--- src/rtl/assert_macros.svh ---
// Assertion macros used by the allocator RTL.
// With SYNTH defined, every macro expands to nothing.
`ifndef ASSERT_MACROS_SVH
`define ASSERT_MACROS_SVH
`ifndef SYNTH
// A property checked on every rising clock edge outside reset.
`define ASSERT_PROP(lbl, clk, rst_n, prop, msg) \
	lbl: assert property (@(posedge clk) disable iff (!(rst_n)) (prop)) else $error(msg);
// A condition that must never hold on a rising clock edge outside reset.
`define ASSERT_NEVER(lbl, clk, rst_n, cond, msg) \
	lbl: assert property (@(posedge clk) disable iff (!(rst_n)) !(cond)) else $error(msg);
`else
`define ASSERT_PROP(lbl, clk, rst_n, prop, msg)
`define ASSERT_NEVER(lbl, clk, rst_n, cond, msg)
`endif
`endif

--- src/rtl/fpfa_pkg.sv ---
package fpfa_pkg;

	// Field widths of the request and response channels.
	localparam int ACTION_W = 1;
	localparam int SLOT_W   = 4;
	localparam int VALUE_W  = 16;
	localparam int MODE_W   = 2;

	// Request actions.
	localparam logic [ACTION_W-1:0] ACT_LOAD  = 1'b0;
	localparam logic [ACTION_W-1:0] ACT_ALLOC = 1'b1;

	// Fit rules. Bit 1 set selects worst fit, so the unused code acts as worst fit.
	localparam logic [MODE_W-1:0] FIT_FIRST = 2'd0;
	localparam logic [MODE_W-1:0] FIT_BEST  = 2'd1;
	localparam logic [MODE_W-1:0] FIT_WORST = 2'd2;

	typedef logic [MODE_W-1:0] fit_mode_t;

endpackage

--- src/rtl/fpfa_req_if.sv ---
interface fpfa_req_if;
	import fpfa_pkg::*;

	logic                valid;
	logic                ready;
	logic [ACTION_W-1:0] action;
	logic [SLOT_W-1:0]   slot_index;
	logic [VALUE_W-1:0]  size_value;

	modport source (output valid, output action, output slot_index, output size_value,
		input ready);
	modport sink (input valid, input action, input slot_index, input size_value,
		output ready);
endinterface

--- src/rtl/fpfa_rsp_if.sv ---
interface fpfa_rsp_if;
	import fpfa_pkg::*;

	logic               valid;
	logic               ready;
	logic               granted;
	logic [SLOT_W-1:0]  block_index;
	logic [VALUE_W-1:0] fragment;

	modport source (output valid, output granted, output block_index, output fragment,
		input ready);
	modport sink (input valid, input granted, input block_index, input fragment,
		output ready);
endinterface

--- src/rtl/fpfa_cell.sv ---
module fpfa_cell #(
	parameter int IDX_W     = 4,
	parameter int SIZE_BITS = 16,
	parameter int MY_IDX    = 0
) (
	input  logic                 clk,
	input  logic                 arst_n,
	// Load of this table row.
	input  logic                 wr_en,
	input  logic [IDX_W-1:0]     wr_idx,
	input  logic [SIZE_BITS-1:0] wr_size,
	// Commit of a grant.
	input  logic                 commit_en,
	input  logic [IDX_W-1:0]     commit_idx,
	// Request size and fit rule, stable while a scan runs.
	input  logic [SIZE_BITS-1:0] req_size,
	input  fpfa_pkg::fit_mode_t  mode,
	// Candidate handed in from the previous cell.
	input  logic                 in_valid,
	input  logic                 in_found,
	input  logic [IDX_W-1:0]     in_pick,
	input  logic [SIZE_BITS-1:0] in_psize,
	// Candidate handed on to the next cell.
	output logic                 out_valid,
	output logic                 out_found,
	output logic [IDX_W-1:0]     out_pick,
	output logic [SIZE_BITS-1:0] out_psize
);
	import fpfa_pkg::*;

	localparam logic [IDX_W-1:0] OWN_IDX = IDX_W'(MY_IDX);

	logic [SIZE_BITS-1:0] size_q;
	logic                 loaded_q;
	logic                 used_q;
	logic                 fits;
	logic                 take;
	logic                 valid_q;
	logic                 found_q;
	logic [IDX_W-1:0]     pick_q;
	logic [SIZE_BITS-1:0] psize_q;

	// The row's size needs no reset: it is read only once the row is loaded.
	always_ff @(posedge clk) begin
		if (wr_en && wr_idx == OWN_IDX) begin
			size_q <= wr_size;
		end
	end

	// Loaded and used marks; a load frees the row again.
	always_ff @(posedge clk or negedge arst_n) begin
		if (!arst_n) begin
			loaded_q <= 1'b0;
			used_q   <= 1'b0;
		end else if (wr_en && wr_idx == OWN_IDX) begin
			loaded_q <= 1'b1;
			used_q   <= 1'b0;
		end else if (commit_en && commit_idx == OWN_IDX) begin
			used_q <= 1'b1;
		end
	end

	// This row replaces the candidate if it fits and beats it under the rule.
	always_comb begin
		fits = loaded_q && !used_q && (size_q >= req_size);
		take = 1'b0;
		if (fits) begin
			if (!in_found) begin
				take = 1'b1;
			end else if (mode[1]) begin
				take = size_q > in_psize;
			end else if (mode == FIT_BEST) begin
				take = size_q < in_psize;
			end
		end
	end

	// Token valid moves one cell per cycle.
	always_ff @(posedge clk or negedge arst_n) begin
		if (!arst_n) begin
			valid_q <= 1'b0;
		end else begin
			valid_q <= in_valid;
		end
	end

	// Candidate register handed to the neighbor.
	always_ff @(posedge clk) begin
		if (take) begin
			found_q <= 1'b1;
			pick_q  <= OWN_IDX;
			psize_q <= size_q;
		end else begin
			found_q <= in_found;
			pick_q  <= in_pick;
			psize_q <= in_psize;
		end
	end

	assign out_valid = valid_q;
	assign out_found = found_q;
	assign out_pick  = pick_q;
	assign out_psize = psize_q;

endmodule

--- src/rtl/fixed_partition_fit_allocator.sv ---
// Fixed-partition fit allocator.
// Requests arrive on req (valid/ready). A load request writes the size of one
// partition slot, marks it loaded and free, and gives no response. A load to a
// slot at or beyond NUM_PARTS is dropped. An allocate request searches for a
// free loaded partition at least as large as the requested size, under the
// rule in the fit mode register (first, best or worst fit, ties to the lowest
// index), marks it used and gives one response on rsp: granted, block_index
// and the leftover fragment, or a refusal with zero fields.
// The search runs as a token through a row of NUM_PARTS cells, one cell per
// cycle; the outcome is registered from the last cell, then moved into the
// output register. One request is in work at a time.
// A finished response waits in the output register while the next request is
// taken; if the receiver stalls, a following allocate holds at the end of its
// search until the output register frees. Reset clears all loaded and used
// marks and sets the fit mode to best fit. The user writes the fit mode
// register (cfg_we, cfg_wdata) only while idle; the block does not enforce it.
`include "assert_macros.svh"

module fixed_partition_fit_allocator #(
	parameter int NUM_PARTS = 16,
	parameter int SIZE_BITS = 16
) (
	input  logic                        clk,
	input  logic                        arst_n,
	input  logic                        cfg_we,
	input  logic [fpfa_pkg::MODE_W-1:0] cfg_wdata,
	fpfa_req_if.sink                    req,
	fpfa_rsp_if.source                  rsp
);
	import fpfa_pkg::*;

	localparam int IDX_W = $clog2(NUM_PARTS);
	localparam int EXT_W = (SIZE_BITS > VALUE_W) ? SIZE_BITS : VALUE_W;

	localparam logic [1:0] ST_IDLE = 2'd0;
	localparam logic [1:0] ST_SCAN = 2'd1;
	localparam logic [1:0] ST_DONE = 2'd2;

	logic [1:0]           state_q;
	fit_mode_t            fit_mode_q;
	logic                 start_q;
	logic [SIZE_BITS-1:0] req_size_q;
	logic [SIZE_BITS-1:0] in_size;
	logic                 accept;
	logic                 load_en;
	logic [IDX_W-1:0]     load_idx;
	logic                 out_free;
	logic                 commit_en;
	logic                 fin_found_q;
	logic [IDX_W-1:0]     fin_pick_q;
	logic [SIZE_BITS-1:0] fin_psize_q;
	logic [SIZE_BITS-1:0] frag_diff;
	logic                 rsp_valid_q;
	logic                 rsp_granted_q;
	logic [SLOT_W-1:0]    rsp_index_q;
	logic [VALUE_W-1:0]   rsp_frag_q;

	logic                 chain_v     [NUM_PARTS+1];
	logic                 chain_found [NUM_PARTS+1];
	logic [IDX_W-1:0]     chain_pick  [NUM_PARTS+1];
	logic [SIZE_BITS-1:0] chain_psize [NUM_PARTS+1];
	logic [NUM_PARTS-1:0] token_vec;

	// Request decode.
	assign req.ready = (state_q == ST_IDLE);
	assign accept    = req.valid && req.ready;
	assign in_size   = SIZE_BITS'(EXT_W'(req.size_value));
	assign load_en   = accept && (req.action == ACT_LOAD)
		&& (32'(req.slot_index) < NUM_PARTS);
	assign load_idx  = IDX_W'(req.slot_index);
	assign out_free  = !rsp_valid_q || rsp.ready;
	assign commit_en = (state_q == ST_DONE) && out_free && fin_found_q;

	// Fit mode register.
	always_ff @(posedge clk or negedge arst_n) begin
		if (!arst_n) begin
			fit_mode_q <= FIT_BEST;
		end else if (cfg_we) begin
			fit_mode_q <= cfg_wdata;
		end
	end

	// Control: idle, search running, result waiting for the output register.
	always_ff @(posedge clk or negedge arst_n) begin
		if (!arst_n) begin
			state_q <= ST_IDLE;
			start_q <= 1'b0;
		end else begin
			start_q <= 1'b0;
			unique case (state_q)
				ST_IDLE: begin
					if (accept && req.action == ACT_ALLOC) begin
						start_q <= 1'b1;
						state_q <= ST_SCAN;
					end
				end
				ST_SCAN: begin
					if (chain_v[NUM_PARTS]) begin
						state_q <= ST_DONE;
					end
				end
				ST_DONE: begin
					if (out_free) begin
						state_q <= ST_IDLE;
					end
				end
				default: begin
					state_q <= ST_IDLE;
				end
			endcase
		end
	end

	// Requested size, held for the whole search.
	always_ff @(posedge clk) begin
		if (accept) begin
			req_size_q <= in_size;
		end
	end

	// Search outcome taken from the last cell.
	always_ff @(posedge clk) begin
		if (state_q == ST_SCAN && chain_v[NUM_PARTS]) begin
			fin_found_q <= chain_found[NUM_PARTS];
			fin_pick_q  <= chain_found[NUM_PARTS] ? chain_pick[NUM_PARTS] : '0;
			fin_psize_q <= chain_psize[NUM_PARTS];
		end
	end

	// Row of cells; the token enters at cell zero with no candidate.
	assign chain_v[0]     = start_q;
	assign chain_found[0] = 1'b0;
	assign chain_pick[0]  = '0;
	assign chain_psize[0] = '0;

	for (genvar i = 0; i < NUM_PARTS; i++) begin : g_cell
		fpfa_cell #(
			.IDX_W    (IDX_W),
			.SIZE_BITS(SIZE_BITS),
			.MY_IDX   (i)
		) u_cell (
			.clk       (clk),
			.arst_n    (arst_n),
			.wr_en     (load_en),
			.wr_idx    (load_idx),
			.wr_size   (in_size),
			.commit_en (commit_en),
			.commit_idx(fin_pick_q),
			.req_size  (req_size_q),
			.mode      (fit_mode_q),
			.in_valid  (chain_v[i]),
			.in_found  (chain_found[i]),
			.in_pick   (chain_pick[i]),
			.in_psize  (chain_psize[i]),
			.out_valid (chain_v[i+1]),
			.out_found (chain_found[i+1]),
			.out_pick  (chain_pick[i+1]),
			.out_psize (chain_psize[i+1])
		);
		assign token_vec[i] = chain_v[i+1];
	end

	// Leftover fragment, fitted to the response field width.
	assign frag_diff = fin_psize_q - req_size_q;

	// Output register.
	always_ff @(posedge clk or negedge arst_n) begin
		if (!arst_n) begin
			rsp_valid_q <= 1'b0;
		end else if (state_q == ST_DONE && out_free) begin
			rsp_valid_q <= 1'b1;
		end else if (rsp.ready) begin
			rsp_valid_q <= 1'b0;
		end
	end

	always_ff @(posedge clk) begin
		if (state_q == ST_DONE && out_free) begin
			rsp_granted_q <= fin_found_q;
			rsp_index_q   <= fin_found_q ? SLOT_W'(fin_pick_q) : '0;
			rsp_frag_q    <= fin_found_q ? VALUE_W'(EXT_W'(frag_diff)) : '0;
		end
	end

	assign rsp.valid       = rsp_valid_q;
	assign rsp.granted     = rsp_granted_q;
	assign rsp.block_index = rsp_index_q;
	assign rsp.fragment    = rsp_frag_q;

	// Checks on the search control.
	`ASSERT_PROP(a_start_scan, clk, arst_n, start_q |-> state_q == ST_SCAN, "start outside scan")
	`ASSERT_PROP(a_end_in_scan, clk, arst_n, token_vec[NUM_PARTS-1] |-> state_q == ST_SCAN,
		"token left the row outside scan")
	`ASSERT_PROP(a_one_token, clk, arst_n, $onehot0(token_vec), "more than one token in the row")
	`ASSERT_NEVER(a_idle_token, clk, arst_n, state_q == ST_IDLE && token_vec != '0,
		"token in the row while idle")
	`ASSERT_PROP(a_done_hold, clk, arst_n,
		(state_q == ST_DONE && !out_free) |=> state_q == ST_DONE, "result dropped on stall")

endmodule

--- src/flat_wrapper.sv ---
// flat-port wrapper written by rule: the top's interface ports become plain ports
module fixed_partition_fit_allocator_flat import fpfa_pkg::*;
#(
	parameter int NUM_PARTS = 16,
	parameter int SIZE_BITS = 16
)
  (clk, arst_n, cfg_we, cfg_wdata, req_valid, req_action, req_slot_index, req_size_value, req_ready, rsp_valid, rsp_granted, rsp_block_index, rsp_fragment, rsp_ready);
  fpfa_req_if req_i ();
  fpfa_rsp_if rsp_i ();
  input  logic clk;
  input  logic arst_n;
  input  logic cfg_we;
  input  logic [fpfa_pkg::MODE_W-1:0] cfg_wdata;
  input wire logic [$bits(req_i.valid)-1:0] req_valid;
  input wire logic [$bits(req_i.action)-1:0] req_action;
  input wire logic [$bits(req_i.slot_index)-1:0] req_slot_index;
  input wire logic [$bits(req_i.size_value)-1:0] req_size_value;
  output wire logic [$bits(req_i.ready)-1:0] req_ready;
  output wire logic [$bits(rsp_i.valid)-1:0] rsp_valid;
  output wire logic [$bits(rsp_i.granted)-1:0] rsp_granted;
  output wire logic [$bits(rsp_i.block_index)-1:0] rsp_block_index;
  output wire logic [$bits(rsp_i.fragment)-1:0] rsp_fragment;
  input wire logic [$bits(rsp_i.ready)-1:0] rsp_ready;
  assign req_i.valid = req_valid;
  assign req_i.action = req_action;
  assign req_i.slot_index = req_slot_index;
  assign req_i.size_value = req_size_value;
  assign req_ready = req_i.ready;
  assign rsp_valid = rsp_i.valid;
  assign rsp_granted = rsp_i.granted;
  assign rsp_block_index = rsp_i.block_index;
  assign rsp_fragment = rsp_i.fragment;
  assign rsp_i.ready = rsp_ready;
  fixed_partition_fit_allocator #(.NUM_PARTS(NUM_PARTS), .SIZE_BITS(SIZE_BITS)) u_core (.clk(clk), .arst_n(arst_n), .cfg_we(cfg_we), .cfg_wdata(cfg_wdata), .req(req_i), .rsp(rsp_i));
endmodule
--- config.mk ---
export PLATFORM = sky130hd
export DESIGN_NAME = fixed_partition_fit_allocator_flat
export DESIGN_NICKNAME = d
export VERILOG_FILES = /design/src/rtl/fpfa_pkg.sv /design/src/rtl/fpfa_req_if.sv /design/src/rtl/fpfa_rsp_if.sv /design/src/rtl/fpfa_cell.sv /design/src/rtl/fixed_partition_fit_allocator.sv /design/src/flat_wrapper.sv
export VERILOG_INCLUDE_DIRS = /design/src /design/src/rtl
export SDC_FILE = /design/constraint.sdc
export NUM_CORES = 1
export LEC_CHECK = 0
export BUFFER_PORTS_ARGS = -buffer_cell sky130_fd_sc_hd__clkbuf_2
export CELL_PAD_IN_SITES_DETAIL_PLACEMENT = 0
export CELL_PAD_IN_SITES_GLOBAL_PLACEMENT = 2
export CORE_ASPECT_RATIO = 1.2
export CORE_MARGIN = 2
export CORE_UTILIZATION = 30
export DETAILED_ROUTE_END_ITERATION = 6
export PLACE_DENSITY = 0.65
export SYNTH_ARGS = -nofsm -noshare
export SYNTH_HDL_FRONTEND = slang
export SYNTH_SLANG_ARGS = --single-unit
export TNS_END_PERCENT = 30
--- constraint.sdc ---
create_clock -name clk -period 5.4 [get_ports clk]
set_input_delay 1.08 -clock clk [delete_from_list [all_inputs] [get_ports clk]]
set_output_delay 1.08 -clock clk [all_outputs]
set_load 0.02 [all_outputs]
==> run_results.csv, run 1 <==
group,metric,value,unit
run_status,status,"completed",
sta,min_clock_period_post_route,3.89,ns
finish,stdcell_area,46400,µm²
sta,report.final.slew_viol_count,0,
sta,final_min_period_over_clock_period,0.721,
finish,flow.area_growth_from_synthesis,13.2,%
floorplan,initial_core_util,0.302,
detailed_routing,routed-wl-met3,6.66,mm
detailed_routing,final_antenna_net_count,0,
global_routing,grt_pass1_vias,32100,
sta,post-route-worst-setup-slack,1.51,ns
floorplan,design.portCount,51,
hold_path,min-delay-start,"u_core.g_cell[4].u_cell.out_valid",
floorplan,placement_rows,148,
finish,post_layout_nonfiller_instances,6271,
sta,max_freq,0.257,GHz
detailed_routing,routed_via_density,5.19,
finish,finish.utilization,0.342,
logic_synthesis,yosysWarnings,0,
placement,gp_congestion,0.836,
logic_synthesis,synth.net_count,4885,
power_and_ir_drop,max-vdd-ir-drop,0.250,mV
detailed_routing,post_drt_wl_per_cell,24.5,µm
finish,mostFrequentLayoutCell,"ha_1",
worst_setup_path,start_kind,"flip-flop",
clock_network,post_cts_setup_bufs,0,
worst_setup_path,critical_path_class,"reg2reg",
detailed_routing,drt-total-wl,153,mm
sta,grt_setup_unrepaired,"no",
finish,design.final.nets,4934,
sta,finalClockSkew,0.0273,ns
worst_setup_path,cp_max_fo,17,
logic_synthesis,yosysTopAreaCell,"edfxtp_1",
detailed_routing,via_count,32600,
clock_network,post_cts_hold_buffer_count,0,
placement,place_hpwl,104,mm
worst_setup_path,regToRegStartpoint,"u_core.req_size_q[2]",
worst_setup_path,crit_start,"u_core.req_size_q[2]",
global_routing,global_route.usage.total,0.218,
global_routing,antenna_found_initial,15,
logic_synthesis,synth_area,41000,µm²
worst_setup_path,timing.critical_path.to_type,"flip-flop",
logic_synthesis,synth.top_cells.by_area,"edfxtp_1, dfxtp_1, ha_1",
placement,number_of_buffer_cells_added_on_primary_ports,50,
clock_network,clkTransAtPathRegs,0.06,ns
sta,finalSetupTns,0,ns
clock_network,clock_tree_from_tritoncts,"done",
logic_synthesis,syn-instance-count,4345,
worst_setup_path,critPathArrivalTime,4.46,ns
sta,hold_viol,0,
logic_synthesis,synth_cell_types,68,
detailed_routing,wl_met1,66.9,mm
logic_synthesis,synth_largest_type_area_fraction,0.230,
global_routing,grt_first_pass_wirelength,224,mm
worst_setup_path,critical_path.cell_chain,"clkinv_1 -> buf_4 -> ha_1 -> nor3_1 -> o31ai_1 -> a21oi_1 -> nor3b_4 -> mux2_2",
power_and_ir_drop,powerDensity,489,nW/µm²
hold_path,min_path_type,"reg2reg",
worst_setup_path,cpMaxStageDelayCell,"clkinv_1",
clock_network,insertion_delay,0.69,ns
clock_network,post_cts_resized,0,
run,max_cap_viol_count,0,
floorplan,die_y,409,µm
clock_network,cts_root_buffer,"clkbuf_16",
finish,final_layout_size_suffix_gt1_frac,0.0892,
placement,placed_cell_area,43600,µm²
detailed_routing,remaining_drc_errors,0,
logic_synthesis,ys.flop_type,"dfxtp_1",
global_routing,grt_remaining_overflow,0,
logic_synthesis,avgSynthCellArea,9.44,µm²
detailed_routing,dr.max_layer_used,"met5",
global_routing,grt_start_max_net_pins,79,
worst_setup_path,critPathRequiredTime,5.97,ns
clock_network,cts_buffer_depth,3,
detailed_routing,routed-wl-met2,75.5,mm
sta,max_slew.worst_pin.slew,1.18,ns
finish,final_cell_mix,"ha_1, nor2_1, nand2_1, dfxtp_1, edfxtp_1",
clock_network,cts_buffers,81,
clock_network,clock_sink_count,689,
placement,place_ws,1.49,ns
placement,cell_count_post_placement,6110,
clock_network,cts_htree_levels,3,
worst_setup_path,crit_path_max_incr_delay,0.82,ns
logic_synthesis,synth-async-reset-ratio,0.0784,
floorplan,dieArea,140000,µm²
logic_synthesis,postSynthRegisterBits,689,
floorplan,core_area,136000,µm²
power_and_ir_drop,power.leakage,19.4,nW
logic_synthesis,sequential_fraction_of_the_synthesis_area,0.420,
floorplan,die-width,342,µm
sta,slew-limit-headroom,0.215,
sta,setup_viol,0,
detailed_routing,dr.pass1.iters,6,
detailed_routing,dr.first_iter.drc_count,2657,
logic_synthesis,synth-edff-count,314,
cells by family after synthesis:
family / share of synthesized area
AOI/OAI and AO/OA: 0.152
muxes: 0.0653
and+or+nand+nor: 0.156
DFF: 0.420
adders and majority gates: 0.156
xor gates and xnor gates: 0.00171
buffers and inverters: 0.0486
critical path: cells and delay by family, from the launching register on:
family                     cells  cell delay, ns
AOI/OAI and AO/OA              2            0.54
adders and majority gates      1            0.29
buffers and inverters          2            1.36
DFF                            1            0.32
muxes                          1            0.42
and+or+nand+nor                2            0.82
per-layer routing:
metal / up-vias / global-route usage
li1: 15800 / -
met1: 15800 / 0.281
met2: 727 / 0.379
met3: 180 / 0.0238
met4: 4 / 0.0649
met5: - / 0
worst paths after layout:
path	slack, ns	endpoint	cells after the start
setup / recovery	1.51	u_core.g_cell[1].u_cell.out_psize[9]	8
hold / removal	0.35	u_core.g_cell[5].u_cell.out_valid	0
setup reg to reg	1.51	u_core.g_cell[1].u_cell.out_psize[9]	8
hold reg to reg	0.35	u_core.g_cell[5].u_cell.out_valid	0
max in group asynchronous	4.26	u_core.g_cell[0].u_cell.loaded_q	1
min in group asynchronous	0.49	u_core.state_q[0]	1
cell usage after synthesis (31+ instances only):
cell	n
ha_1	511
nor2_1	506
nand2_1	376
dfxtp_1	321
edfxtp_1	314
inv_1	290
o21ai_0	286
nand3_1	281
o211ai_1	246
mux2i_1	216
a21oi_1	182
clkbuf_1	122
nand2b_1	81
nand4_1	55
dfrtp_1	53
a211oi_1	41
o21a_1	38
mux2_2	34
buf_2	31
final cells by class:
class / count / area (µm²)
inverters: 291 / 1090
diodes: 8 / 20.0
clock buffers: 108 / 2260
repair buffers: 165 / 1150
flip-flops and latches: 689 / 17200
fillers: 13800 / 89300
multi-input cells: 3166 / 21900
well taps: 1800 / 2250
clock inverters: 44 / 539
power by group:
group	internal (mW)	total [mW]	switching [mW]
Combinational	3.30	8.71	5.41
Clock	3.46	5.87	2.41
Sequential	6.72	8.13	1.41
per-stage QoR:
| stage | hold WS, ns | total power, mW |
|---|---|---|
| finish | 0.348 | 22.7 |
| global route | 0.358 | 24.3 |
| CTS | 0.349 | 22.9 |
| detailed placement | 0.335 | 17.0 |
| global placement | 0.337 | 16.9 |
| floorplan | 0.331 | 13.9 |
Note: power is estimated with default switching activity, not from simulation.
==> inputs of run 2 (changes only) <==
ABC_AREA = 1   (was default)
PLACE_DENSITY = 0.68   (was 0.65)
clock period = 3.1 ns   (was 5.4 ns; I/O delays follow)
==> run 2 against run 1 <==
  * Flip-flop and latch count unchanged
  * Area after synthesis shrank 13%
  * Critical path depth up 4
  * Sequential power grew 60%
  * Synthesized cell count is 9.6% lower
  * Final area decreased by 12%
  * First-iteration DRC count fell by 42%
  * Register-to-register slack lost 0.97 ns
  * Setup slack worse by 0.97 ns
==> run_results.csv, run 2 <==
group,metric,value,unit
detailed_routing,final_antenna_net_count,0,
worst_setup_path,critPathRequiredTime,3.70,ns
floorplan,placement_rows,138,
sta,grt_setup_unrepaired,"no",
worst_setup_path,cpMostUsedCell,"nand2_1",
logic_synthesis,ys.flop_type,"dfxtp_1",
logic_synthesis,xor_and_xnor_fraction_of_the_mapped_netlist_area,0.000245,
logic_synthesis,sequential_fraction_of_the_synthesis_area,0.482,
logic_synthesis,postSynthRegisterBits,689,
finish,stdcell_area,40800,µm²
sta,min_clock_period_post_route,2.56,ns
logic_synthesis,synth.mux.area_fraction,0,
finish,mostFrequentLayoutCell,"nand2_1",
logic_synthesis,synth_compound_gate_area_share,0.0590,
worst_setup_path,cp_max_fo,19,
worst_setup_path,critical_path.cell_chain,"inv_1 -> buf_4 -> ha_1 -> a21oi_1 -> o21ai_0 -> a21oi_1 -> nand3_1 -> nand2_1 -> clkinv_2 -> nand2_4 -> nand2_1 -> nand2_1",
hold_path,min-delay-start,"rsp_ready",
logic_synthesis,synth-edff-count,314,
finish,fill_cells,12200,
finish,design.final.nets,4606,
detailed_routing,dr.pass1.iters,5,
finish,final_layout_size_suffix_gt1_frac,0.0769,
detailed_routing,drt-total-wl,112,mm
hold_path,min_delay_worst_endpoint,"u_core.rsp.valid",
logic_synthesis,avgSynthCellArea,9.09,µm²
logic_synthesis,adder_and_majority_gate_portion_of_the_synthesized_area,0.180,
floorplan,dieArea,122000,µm²
clock_network,cts_buffer_depth,3,
hold_path,min_delay_path_depth,2,
global_routing,grt_first_pass_wirelength,167,mm
logic_synthesis,synth-async-reset-ratio,0.0784,
logic_synthesis,synth.net_count,4468,
logic_synthesis,yosysWarnings,0,
worst_setup_path,critPathArrivalTime,3.16,ns
logic_synthesis,synth.top_cells.by_area,"edfxtp_1, dfxtp_1, ha_1",
logic_synthesis,syn-instance-count,3928,
placement,number_of_buffer_cells_added_on_primary_ports,50,
floorplan,die_y,382,µm
sta,finalSetupTns,0,ns
logic_synthesis,synth_area,35700,µm²
sta,final_min_period_over_clock_period,0.825,
sta,max_slew.worst_pin.slew,1.06,ns
placement,placed_cell_area,37900,µm²
worst_setup_path,start_kind,"flip-flop",
logic_synthesis,yosys.cell_count.top_type,"nand2_1",
global_routing,antenna_found_initial,7,
logic_synthesis,synth_cell_types,40,
sta,finalClockSkew,0.0266,ns
clock_network,cts_htree_levels,3,
global_routing,grt_remaining_overflow,0,
global_routing,grt_start_max_net_pins,27,
worst_setup_path,critPathBufInv,3,
clock_network,insertion_delay,0.67,ns
sta,slew-limit-headroom,0.293,
hold_path,min_path_type,"in2reg",
detailed_routing,post_drt_wl_per_cell,19.8,µm
detailed_routing,dr.first_iter.drc_count,1537,
sta,hold_viol,0,
clock_network,clkTransAtPathRegs,0.06,ns
worst_setup_path,timing.critical_path.to_type,"flip-flop",
clock_network,clock_tree_from_tritoncts,"done",
detailed_routing,remaining_drc_errors,0,
worst_setup_path,worst_path_dominant_cell_family,"simple AND/OR/NAND/NOR gates",
logic_synthesis,synth_largest_type_area_fraction,0.264,
sta,setup_viol,0,
power_and_ir_drop,max-vdd-ir-drop,0.403,mV
power_and_ir_drop,power.leakage,19.4,nW
worst_setup_path,crit_path_max_incr_delay,0.42,ns
sta,report.final.slew_viol_count,0,
worst_setup_path,ff2ff_setup_slack,0.54,ns
floorplan,design.portCount,51,
finish,flow.area_growth_from_synthesis,14.4,%
worst_setup_path,cpMaxStageDelayCell,"edfxtp_1",
worst_setup_path,critical_path_class,"reg2reg",
worst_setup_path,rr_endpoint,"u_core.g_cell[5].u_cell.out_psize[11]",
logic_synthesis,synthTopCellsByCount,"nand2_1, inv_1, ha_1, dfxtp_1, edfxtp_1",
worst_setup_path,regToRegStartpoint,"u_core.req_size_q[15]",
run_status,status,"completed",
floorplan,initial_core_util,0.303,
logic_synthesis,synth_simple_gate_area_frac,0.210,
logic_synthesis,synth_top_family_by_area,"simple AND/OR/NAND/NOR gates",
clock_network,cts_root_buffer,"clkbuf_16",
placement,place_hpwl,79.8,mm
clock_network,cts_buffers,81,
floorplan,core_area,118000,µm²
worst_setup_path,ff2ff_path_depth,12,
detailed_routing,via_count,25800,
run,max_cap_viol_count,0,
finish,final_cell_mix,"nand2_1, inv_1, ha_1, dfxtp_1, edfxtp_1",
global_routing,global_route.usage.total,0.186,
power_and_ir_drop,powerDensity,792,nW/µm²
detailed_routing,routed_via_density,4.55,
placement,gp_congestion,0.788,
sta,max_freq,0.391,GHz
clock_network,clock_sink_count,689,
global_routing,grt_pass1_vias,26000,
floorplan,die-width,319,µm
logic_synthesis,yosysTopAreaCell,"edfxtp_1",
clock_network,post_cts_setup_bufs,0,
[run 2: report_power, final]
group	total [mW]	switching [mW]	internal, mW	leakage [nW]
clock network	10.3	3.98	6.27	1.40
logic	9.08	5.92	3.16	11.8
registers	13.0	1.38	11.6	6.17
[run 2: worst max-delay path by stage]
stage                     cells past startpoint             startpoint                               endpoint  slack (ns)
after global routing                         10  u_core.req_size_q[15]    u_core.g_cell[5].u_cell.out_pick[1]        0.31
after CTS                                    10  u_core.req_size_q[15]    u_core.g_cell[5].u_cell.out_pick[1]        0.47
after detailed placement                     10  u_core.req_size_q[15]    u_core.g_cell[5].u_cell.out_pick[1]        0.50
after global placement                       10  u_core.req_size_q[15]    u_core.g_cell[5].u_cell.out_pick[1]        0.56
after floorplan                               7      u_core.state_q[0]      u_core.g_cell[0].u_cell.size_q[0]        0.73
final                                        12  u_core.req_size_q[15]  u_core.g_cell[5].u_cell.out_psize[11]        0.54
[run 2: kinds of logic after synthesis]
group	Yosys count
fa+ha+maj	512
buf+inv	583
flops	689
compound gates	393
xor+xnor	1
simple gates	1750
[run 2: metal layers]
layer / wire length (µm) / global-route usage
met1: 50200 / 0.235
met2: 55300 / 0.327
met3: 3620 / 0.0213
met4: 3200 / 0.0636
met5: 0 / 0
[run 2: final cells by class]
type	count	area (µm²)	share of cell area
antenna	2	5.00	0.000123
clock buffer	115	2420	0.0593
clock inverter	35	449	0.0110
inverter	529	2000	0.0489
multi-input combinational	2656	16000	0.393
sequential	689	17200	0.422
tap	1540	1930	0.0472
timing repair buffer	109	783	0.0192
[run 2: per-stage QoR]
stage / worst slack, ns / hold WS [ns] / std cells / util / total power [mW]
after floorplan: 0.730 / 0.324 / 3928 / - / 19.1
after global placement: 0.557 / 0.338 / 5522 / 0.322 / 22.4
after detailed placement: 0.495 / 0.336 / 5522 / 0.322 / 22.5
after CTS: 0.471 / 0.101 / 5673 / 0.346 / 33.0
after global routing: 0.307 / 0.134 / 5673 / 0.346 / 34.8
final: 0.541 / 0.155 / 5675 / 0.346 / 32.3
[run 2: repair_timing]
| action | in CTS | in global routing |
|---|---|---|
| hold buffers | 1 | 0 |
| resized for setup | 0 | 0 |
| hold endpoints to repair | 7 | 0 |
==> inputs of run 3 (changes only) <==
ABC_AREA = 0   (was 1)
clock period = 2.3 ns   (was 3.1 ns; I/O delays follow)
==> run 3 against run 2 <==
  * The run now ends with negative setup slack left
  * Sequential power rose by 40%
  * Power rose by 86%
  * Critical path type unchanged
  * Largest cell class is now multi-input gates
  * Register-to-register slack got worse by 0.80 ns
  * Clock skew barely moved
  * Global-route usage rose by 2.7 points
  * Flip-flop and latch count did not move
  * Non-clock buffer count rose by 902
  * Maximum frequency fell by 0.18%
  * Critical path depth fell by 1
  * Highest routed layer is now met5
  * Routed wire length rose by 37%
  * Via count rose by 37%
  * Sequential share of layout area fell by 11 points
==> run_results.csv, run 3 (synthesized netlist as in run 1, its figures left out) <==
group,metric,value,unit
floorplan,initial_core_util,0.302,
worst_setup_path,cp_max_fo,8,
worst_setup_path,regToRegStartpoint,"u_core.req_size_q[5]",
worst_setup_path,critical_path_class,"reg2reg",
finish,finish.utilization,0.411,
worst_setup_path,critPathRequiredTime,2.84,ns
sta,post-route-worst-setup-slack,-0.264,ns
sta,report.final.slew_viol_count,0,
floorplan,die-width,342,µm
power_and_ir_drop,powerDensity,1080,nW/µm²
placement,place_hpwl,109,mm
finish,post_layout_nonfiller_instances,7107,
clock_network,insertion_delay,0.68,ns
finish,final_cell_mix,"buf_4, nor2_1, ha_1, nand2_1, edfxtp_1",
detailed_routing,final_antenna_net_count,0,
placement,number_of_buffer_cells_added_on_primary_ports,50,
floorplan,core_area,136000,µm²
worst_setup_path,timing.critical_path.to_type,"flip-flop",
clock_network,clock_tree_from_tritoncts,"done",
floorplan,dieArea,140000,µm²
global_routing,grt_first_pass_wirelength,224,mm
sta,final_min_period_over_clock_period,1.11,
clock_network,clock_sink_count,689,
sta,grt_setup_unrepaired,"yes",
finish,flow.area_growth_from_synthesis,36.1,%
sta,min_clock_period_post_route,2.56,ns
clock_network,clkTransAtPathRegs,0.06,ns
detailed_routing,drt-total-wl,154,mm
finish,design.final.nets,5779,
power_and_ir_drop,max-vdd-ir-drop,0.509,mV
global_routing,global_route.usage.total,0.213,
sta,hold_viol,0,
finish,final_layout_size_suffix_gt1_frac,0.278,
global_routing,grt_pass1_vias,34600,
detailed_routing,remaining_drc_errors,0,
run_status,failed_checks,"negative setup slack",
floorplan,placement_rows,148,
sta,setup_viol,325,
hold_path,min_path_type,"in2reg",
floorplan,die_y,409,µm
global_routing,grt_start_max_net_pins,81,
worst_setup_path,start_kind,"flip-flop",
detailed_routing,routed_via_density,5.00,
finish,stdcell_area,55800,µm²
sta,max_slew.worst_pin.slew,1.17,ns
floorplan,design.portCount,51,
clock_network,cts_buffer_depth,3,
finish,mostFrequentLayoutCell,"buf_4",
power_and_ir_drop,p_total,60.1,mW
power_and_ir_drop,sequential_share_of_power,0.302,
run,max_cap_viol_count,0,
sta,max_freq,0.390,GHz
sta,whs,0.0919,ns
worst_setup_path,critPathArrivalTime,3.11,ns
global_routing,grt_remaining_overflow,0,
power_and_ir_drop,power.leakage,24.1,nW
power_and_ir_drop,comb_power_share,0.483,
worst_setup_path,rr_endpoint,"u_core.g_cell[5].u_cell.out_psize[14]",
detailed_routing,post_drt_wl_per_cell,21.7,µm
global_routing,antenna_found_initial,14,
clock_network,cts_htree_levels,3,
placement,placed_cell_area,49600,µm²
sta,finalClockSkew,0.0270,ns
worst_setup_path,ff2ff_path_depth,11,
run_status,status,"complete, but fails checks",
placement,cell_count_post_placement,6813,
clock_network,cts_buffers,79,
sta,slew-limit-headroom,0.218,
power_and_ir_drop,total_switching_power,23.1,mW
power_and_ir_drop,swShare,0.385,
worst_setup_path,ff2ff_setup_slack,-0.26,ns
hold_path,min_delay_path_depth,2,
finish,fill_cells,13200,
detailed_routing,via_count,35500,
placement,gp_congestion,0.857,
hold_path,min_delay_worst_endpoint,"u_core.fit_mode_q[0]",
power_and_ir_drop,power_frac_clock,0.215,
detailed_routing,dr.first_iter.drc_count,1993,
hold_path,min-delay-start,"cfg_we",
power_and_ir_drop,power.internal,37.0,mW
detailed_routing,dr.pass1.iters,7,
clock_network,cts_root_buffer,"clkbuf_16",
[run 3: changes by cell type in the layout (fill, tap and decap cells not counted), moves of 80 or more]
cell      previous run  this run
buf_6                0        82
a21oi_1            246       164
mux2i_1              0       208
nor2_1             231       504
nand2b_1             0        80
o211ai_1             1       246
inv_1              512       274
o21ai_0             75       200
buf_4               51       783
nand2_1           1096       365
[run 3: layer usage]
| layer | vias up | global-route usage | share of wire |
|---|---|---|---|
| li1 | 17500 | - | - |
| met1 | 17000 | 0.289 | 0.45 |
| met2 | 780 | 0.353 | 0.47 |
| met3 | 198 | 0.0247 | 0.048 |
| met4 | 6 | 0.0635 | 0.031 |
| met5 | - | 0 | 0.00027 |
[run 3: final cells by class]
class	instances	area (µm²)	area share
inverters	291	1120	0.0201
repair buffers	1011	8930	0.160
multi-input cells	3167	23700	0.424
diodes	3	7.51	0.000134
clock inverters	41	418	0.00749
clock buffers	105	2200	0.0394
well taps	1800	2250	0.0403
flip-flops and latches	689	17200	0.309
[run 3: through the flow]
step | setup WS [ns] | TNS [ns]
after floorplan | -0.138 | -24.66
after global placement | -0.575 | -80.45
after global routing | -0.354 | -81.38
after CTS | -0.290 | -46.79
final | -0.264 | -40.95
after detailed placement | -0.576 | -87.11
[run 3: worst max-delay path by stage]
stage                                                startpoint                                     end  slack, ns  depth (start not counted)
after floorplan                            u_core.req_size_q[6]                 u_core.rsp.fragment[14]      -0.14                          8
after global placement                     u_core.req_size_q[4]   u_core.g_cell[9].u_cell.out_psize[12]      -0.58                         12
after detailed placement                   u_core.req_size_q[4]   u_core.g_cell[9].u_cell.out_psize[12]      -0.58                         12
after CTS                                  u_core.req_size_q[5]    u_core.g_cell[2].u_cell.out_psize[9]      -0.29                         12
after global routing      u_core.g_cell[11].u_cell.out_psize[9]  u_core.g_cell[12].u_cell.out_psize[12]      -0.35                         12
final                                      u_core.req_size_q[5]   u_core.g_cell[5].u_cell.out_psize[14]      -0.26                         11
[run 3: power groups by stage]
stage	sequential (mW)	combinational, mW	clock (mW)
after detailed placement	18.3	25.5	0
after global placement	18.3	25.2	0
final	18.2	29.0	12.9
after CTS	18.1	27.0	13.3
after global routing	18.5	32.0	13.7
after floorplan	17.1	15.5	0
[run 3: worst max-delay path, stage by stage, from the launching register on]
cell and delay [ns]:
edfxtp_1 0.38, clkinv_4 0.11, buf_12 0.16, buf_12 0.14, ha_4 0.26, o21a_1 0.11, o211ai_1 0.10, a2111o_1 0.48
o21a_2 0.27, clkbuf_16 0.18, o21ai_1 0.12, o211ai_1 0.11
[run 3: timing repair]
| item | 4_1_cts | 5_1_grt |
|---|---|---|
| hold buffers | 4 | 0 |
| resized for setup | 196 | 321 |
| setup buffers | 52 | 71 |
| gates cloned | 10 | 21 |
| hold endpoints to repair | 20 | 0 |
| setup endpoints to repair | 345 | 397 |
| pin swaps | 105 | 193 |
